## src/hw/rtl/circle_pair_intersection_macros.svh

```systemverilog
// Assertion macros shared by the circle pair intersection RTL.
// Expects signals named clk and arst_n in the including module.
`ifndef CIRCLE_PAIR_INTERSECTION_MACROS_SVH
`define CIRCLE_PAIR_INTERSECTION_MACROS_SVH

// Checked at every clock edge outside reset.
`define CPI_ASSERT(lbl, prop, msg) \
	lbl: assert property (@(posedge clk) disable iff (!arst_n) prop) else $error(msg);

// Checked at every clock edge, reset included.
`define CPI_ASSERT_RST(lbl, prop, msg) \
	lbl: assert property (@(posedge clk) prop) else $error(msg);

`endif

```

## src/hw/rtl/cpi_mul.sv

```systemverilog
// Two stage unsigned multiplier: four half-width partial products, then their sum.
// Carries a sideband word with the operands; does not depend on cpi_pkg.
module cpi_mul #(
	parameter int AW = 32,
	parameter int BW = 32,
	parameter int SW = 1
) (
	input  logic              clk,
	input  logic              arst_n,
	input  logic              en,
	input  logic [AW-1:0]     a,
	input  logic [BW-1:0]     b,
	input  logic [SW-1:0]     side_in,
	output logic [AW+BW-1:0]  p,
	output logic [SW-1:0]     side_out
);
	localparam int AL = (AW + 1) / 2;
	localparam int AH = AW - AL;
	localparam int BL = (BW + 1) / 2;
	localparam int BH = BW - BL;
	localparam int PW = AW + BW;

	logic [AL-1:0] al;
	logic [AH-1:0] ah;
	logic [BL-1:0] bl;
	logic [BH-1:0] bh;
	logic [AL+BL-1:0] ll_s1;
	logic [AL+BH-1:0] lh_s1;
	logic [AH+BL-1:0] hl_s1;
	logic [AH+BH-1:0] hh_s1;
	logic [SW-1:0] side_s1;
	logic [PW-1:0] p_s2;
	logic [SW-1:0] side_s2;

	assign al = a[AL-1:0];
	assign ah = a[AW-1:AL];
	assign bl = b[BL-1:0];
	assign bh = b[BW-1:BL];

	always_ff @(posedge clk) begin
		if (en) begin
			ll_s1 <= (AL+BL)'(al) * (AL+BL)'(bl);
			lh_s1 <= (AL+BH)'(al) * (AL+BH)'(bh);
			hl_s1 <= (AH+BL)'(ah) * (AH+BL)'(bl);
			hh_s1 <= (AH+BH)'(ah) * (AH+BH)'(bh);
			p_s2 <= PW'(ll_s1) + (PW'(lh_s1) << BL) + (PW'(hl_s1) << AL)
				+ (PW'(hh_s1) << (AL + BL));
		end
	end

	always_ff @(posedge clk or negedge arst_n) begin
		if (!arst_n) begin
			side_s1 <= '0;
			side_s2 <= '0;
		end else if (en) begin
			side_s1 <= side_in;
			side_s2 <= side_s1;
		end
	end

	assign p = p_s2;
	assign side_out = side_s2;

endmodule

```

## config.mk

```make
export PLATFORM = sky130hd
export DESIGN_NAME = cpi_mul
export DESIGN_NICKNAME = d
export VERILOG_FILES = /design/src/hw/rtl/circle_pair_intersection_macros.svh /design/src/hw/rtl/cpi_mul.sv
export SDC_FILE = /design/constraint.sdc
export NUM_CORES = 2
export LEC_CHECK = 0
export BUFFER_PORTS_ARGS = -buffer_cell sky130_fd_sc_hd__clkbuf_2
export CAP_MARGIN = 20
export CORE_MARGIN = 2
export CORE_UTILIZATION = 39
export DETAILED_ROUTE_END_ITERATION = 16
export PLACE_DENSITY = 0.65
export SYNTH_ARGS = -nofsm -noshare
export SYNTH_HDL_FRONTEND = slang
export SYNTH_SLANG_ARGS = --single-unit
```

## constraint.sdc

```tcl
create_clock -name clk -period 3.5 [get_ports clk]
set_input_delay 1.05 -clock clk [delete_from_list [all_inputs] [get_ports clk]]
set_output_delay 1.05 -clock clk [all_outputs]
set_load 0.05 [all_outputs]
```

==> run_summary.xml <==
<?xml version="1.0" encoding="UTF-8"?>
<metrics>
  <group name="synthesis">
    <metric name="synthArstFlopShare" unit="%">1.03</metric>
    <metric name="yosysSeqAreaShare" unit="%">13.7</metric>
    <metric name="synth_nets" unit="">5812</metric>
    <metric name="synth_top_cells_by_area" unit="">fa_1, edfxtp_1, ha_1</metric>
    <metric name="synth_top_cell_area_share" unit="%">38.1</metric>
    <metric name="syn_avg_cell_area" unit="um^2">9.48</metric>
    <metric name="postSynth.topFlopCell" unit="">edfxtp_1</metric>
    <metric name="synth.lib_cells_used.distinct" unit="">75</metric>
    <metric name="netlist.top_cell.by_area" unit="">fa_1</metric>
    <metric name="synth_seq_cells" unit="">194</metric>
    <metric name="yosys_warnings" unit="">0</metric>
    <metric name="synth_edf_count" unit="">192</metric>
    <metric name="synthCells" unit="">4487</metric>
    <metric name="syn_area" unit="um^2">42500</metric>
  </group>
  <group name="floorplan">
    <metric name="std_cell_rows" unit="">121</metric>
    <metric name="ioPinCount" unit="">133</metric>
    <metric name="floorplan.core_area" unit="um^2">109000</metric>
    <metric name="floorplan.initialDensity" unit="%">39.2</metric>
    <metric name="chipHeight" unit="um">334</metric>
    <metric name="chipWidth" unit="um">334</metric>
    <metric name="die_area" unit="um^2">112000</metric>
  </group>
  <group name="clock_tree">
    <metric name="cts.root.buffer_cell" unit="">clkbuf_16</metric>
    <metric name="cts.sink_count" unit="">194</metric>
    <metric name="clk_buf_depth" unit="">2</metric>
    <metric name="cts.reportedPaths.clkPinSlew" unit="ps">90</metric>
    <metric name="worst_skew_pair.late_latency" unit="ps">510</metric>
    <metric name="tritoncts" unit="">yes</metric>
    <metric name="htreeDepth" unit="">4</metric>
    <metric name="cts_buffers" unit="">17</metric>
  </group>
  <group name="timing">
    <metric name="grt_setup_unrepaired" unit="">yes</metric>
    <metric name="fin_worst_skew" unit="ps">25.5</metric>
    <metric name="transition_time_at_the_pin_with_the_least_slew_margin" unit="ps">694</metric>
    <metric name="setup-violations-final" unit="">120</metric>
    <metric name="finalWorstPathRequiredPeriod" unit="ps">6270</metric>
    <metric name="timing_max_transition_violations_final" unit="">0</metric>
    <metric name="setup_total_negative_slack" unit="ps">-230150</metric>
    <metric name="final_hold_viol_count" unit="">0</metric>
    <metric name="min_period_over_period" unit="%">179</metric>
    <metric name="fmax" unit="GHz">0.160</metric>
    <metric name="relSlewSlack" unit="%">52.6</metric>
    <metric name="finalWorstSetupSlack" unit="ps">-2770</metric>
  </group>
  <group name="drt">
    <metric name="wl" unit="um">123000</metric>
    <metric name="route.detailed.wl_per_inst" unit="um">18.5</metric>
    <metric name="detail_route.vias_per_cell" unit="">5.01</metric>
    <metric name="antenna_left" unit="">0</metric>
    <metric name="length_of_the_first_detailed_routing_pass_in_iterations" unit="">5</metric>
    <metric name="via_count" unit="">33200</metric>
    <metric name="drc" unit="">0</metric>
    <metric name="initial_drc_count" unit="">2104</metric>
  </group>
  <group name="grt">
    <metric name="grt-busiest-layer" unit="">met2</metric>
    <metric name="first_pass_grt_wire_length" unit="um">195000</metric>
    <metric name="grt_pass1_vias" unit="">35900</metric>
    <metric name="grt_max_degree" unit="">67</metric>
    <metric name="met3_usage" unit="%">3.43</metric>
    <metric name="antenna_found_initial" unit="">8</metric>
    <metric name="global_route.usage.met2" unit="%">38.1</metric>
    <metric name="overflow" unit="">0</metric>
    <metric name="grt.met1_usage" unit="%">29.6</metric>
    <metric name="grt_usage" unit="%">22.4</metric>
  </group>
  <group name="critical_path">
    <metric name="critPathArrivalTime" unit="ps">6640</metric>
    <metric name="worstSetupStartpointType" unit="">primary input</metric>
    <metric name="timing.critical_path.to_type" unit="">flip-flop</metric>
    <metric name="path_class" unit="">primary input to flip-flop</metric>
    <metric name="required" unit="ps">3870</metric>
    <metric name="crit_path_max_fanout" unit="">5</metric>
  </group>
  <group name="finish">
    <metric name="nNetsFinal" unit="">6515</metric>
    <metric name="area_delta_synth_final" unit="%">30.2</metric>
    <metric name="ratio_of_cells_with_drive_above_1_in_the_final_layout" unit="%">27.8</metric>
    <metric name="stdcell_area" unit="um^2">55400</metric>
    <metric name="final_core_utilization" unit="%">51.0</metric>
  </group>
  <group name="worst_hold_path">
    <metric name="worst_hold_path_type" unit="">primary input to asynchronous set/reset pin</metric>
  </group>
  <group name="placed_design">
    <metric name="io_buffers" unit="">132</metric>
    <metric name="detailedPlacementHpwl" unit="um">96600</metric>
    <metric name="place.gp.congestion" unit="">0.932</metric>
    <metric name="placed_area" unit="um^2">51100</metric>
  </group>
  <group name="run_status">
    <metric name="violations" unit="">setup timing</metric>
    <metric name="run_status" unit="">complete, but fails checks</metric>
  </group>
  <group name="run">
    <metric name="max_cap_violations" unit="">0</metric>
  </group>
</metrics>
## metrics by stage
| stage | setup slack, ps | instances | hold slack [ps] |
|---|---|---|---|
| 2_1_floorplan | -3000 | 4487 | 400 |
| 3_3_place_gp | -3410 | 6480 | 401 |
| 3_5_place_dp | -3440 | 6480 | 405 |
| 4_1_cts | -2680 | 6582 | 263 |
| 5_1_grt | -2950 | 6619 | 271 |
| 6_report | -2770 | 6621 | 315 |
## placed cells by master (no fill, tap or decap), drive strengths merged, types with 4 or more instances in the layout
| master | netlist | final |
|---|---|---|
| fa | 809 | 809 |
| nor3 | 26 | 26 |
| nand4 | 8 | 8 |
| o2111ai | 5 | 5 |
| nand2 | 629 | 629 |
| or3 | 8 | 8 |
| and3 | 20 | 20 |
| a2111oi | 7 | 7 |
| edfxtp | 192 | 192 |
| a31o | 4 | 4 |
| a21oi | 128 | 128 |
| xnor2 | 98 | 98 |
| clkinv | 0 | 4 |
| nand3 | 28 | 28 |
| o21a | 16 | 16 |
| xor2 | 44 | 44 |
| o21ai | 76 | 76 |
| and2 | 476 | 476 |
| o31ai | 4 | 4 |
| or2 | 6 | 6 |
| inv | 947 | 958 |
| clkbuf | 202 | 144 |
| o211ai | 17 | 17 |
| nand2b | 17 | 17 |
| nor2b | 12 | 12 |
| buf | 1 | 760 |
| nand3b | 4 | 4 |
| a31oi | 12 | 12 |
| a221oi | 6 | 6 |
| nor3b | 5 | 5 |
| o21bai | 14 | 14 |
| ha | 448 | 448 |
| a211oi | 27 | 27 |
| diode | 0 | 4 |
| nor2 | 62 | 62 |
| o211a | 4 | 4 |
| a221o | 4 | 4 |
| nand4b | 4 | 4 |
| a21o | 72 | 72 |
## synthesized netlist by cell type (all sizes together), types with 62 or more instances
library cell,instances
edfxtp,192
nor2,62
ha,448
a21o,72
inv,947
and2,476
xnor2,98
clkbuf,202
nand2,629
fa,809
o21ai,76
a21oi,128
## sequential cells by signal, indices dropped and copies added, names as in the netlist
register and count:
hh_s1 32, ll_s1 32, side_out 1, lh_s1 32, side_s1 1, hl_s1 32
p 64
## kinds of logic (layout without fill, tap and decap cells)
| group | count (synthesis) | in the layout | synth area share [%] |
|---|---|---|---|
| buf+inv | 1150 | 1866 | 10.1 |
| xor+xnor | 142 | 142 | 2.92 |
| compound gates | 425 | 425 | 6.69 |
| fa+ha+maj | 1257 | 1257 | 51.2 |
| flops | 194 | 194 | 13.7 |
| other cells | 0 | 4 | 0 |
| simple gates | 1314 | 1314 | 15.2 |
| mux | 5 | 5 | 0.124 |
## path summary, 6_finish.rpt
check                                       end  slack, ps          startpoint  cells after the start
max reg2reg                     p[57]$_DFFE_PP_       -100  hl_s1[1]$_DFFE_PP_                     15
min in group clk                 p[2]$_DFFE_PP_        420  ll_s1[2]$_DFFE_PP_                      0
min                        side_out$_DFFE_PN0P_        310              arst_n                      1
max                         hh_s1[24]$_DFFE_PP_      -2770               b[19]                     21
min reg2reg                      p[2]$_DFFE_PP_        420  ll_s1[2]$_DFFE_PP_                      0
max in group asynchronous   side_s1$_DFFE_PN0P_       3090              arst_n                      1
## area by class of cell
class	count	area (um^2)
antenna	4	10.0
clock buffer	17	425
clock inverter	15	220
fill	9517	53200
inverter	947	3550
multi-input combinational	3143	35300
sequential	194	5820
tap	1414	1770
timing repair buffer	887	8310
## layer usage
layer / routed length, um / vias up
li1: - / 15200
met1: 51800 / 16900
met2: 59400 / 939
met3: 7910 / 152
met4: 3480 / 4
met5: 25 / -
## timing repair
action | CTS | global route
hold buffers | 0 | 0
gates resized for setup | 360 | 211
pin swaps | 162 | 156
endpoints found under the setup margin | 138 | 139
buffers inserted | 61 | 42
cloned | 19 | 6
## worst max-delay path: stages
cell and delay [ps]:
clkbuf_16 150, buf_12 160, nand2_4 70, fa_2 580, fa_2 440, fa_1 540, inv_2 40, fa_1 450
fa_1 510, inv_2 40, fa_1 490, inv_2 50, ha_4 220, a2111oi_4 270, o21ai_1 110, a221o_1 380
a31oi_4 210, o21ai_2 80, or3_4 360, a2111oi_4 280, nand3b_1 140
Power is left out: the tool's default activity adds up to more than one toggle a clock period on the data nets, which glitch-free logic cannot reach.
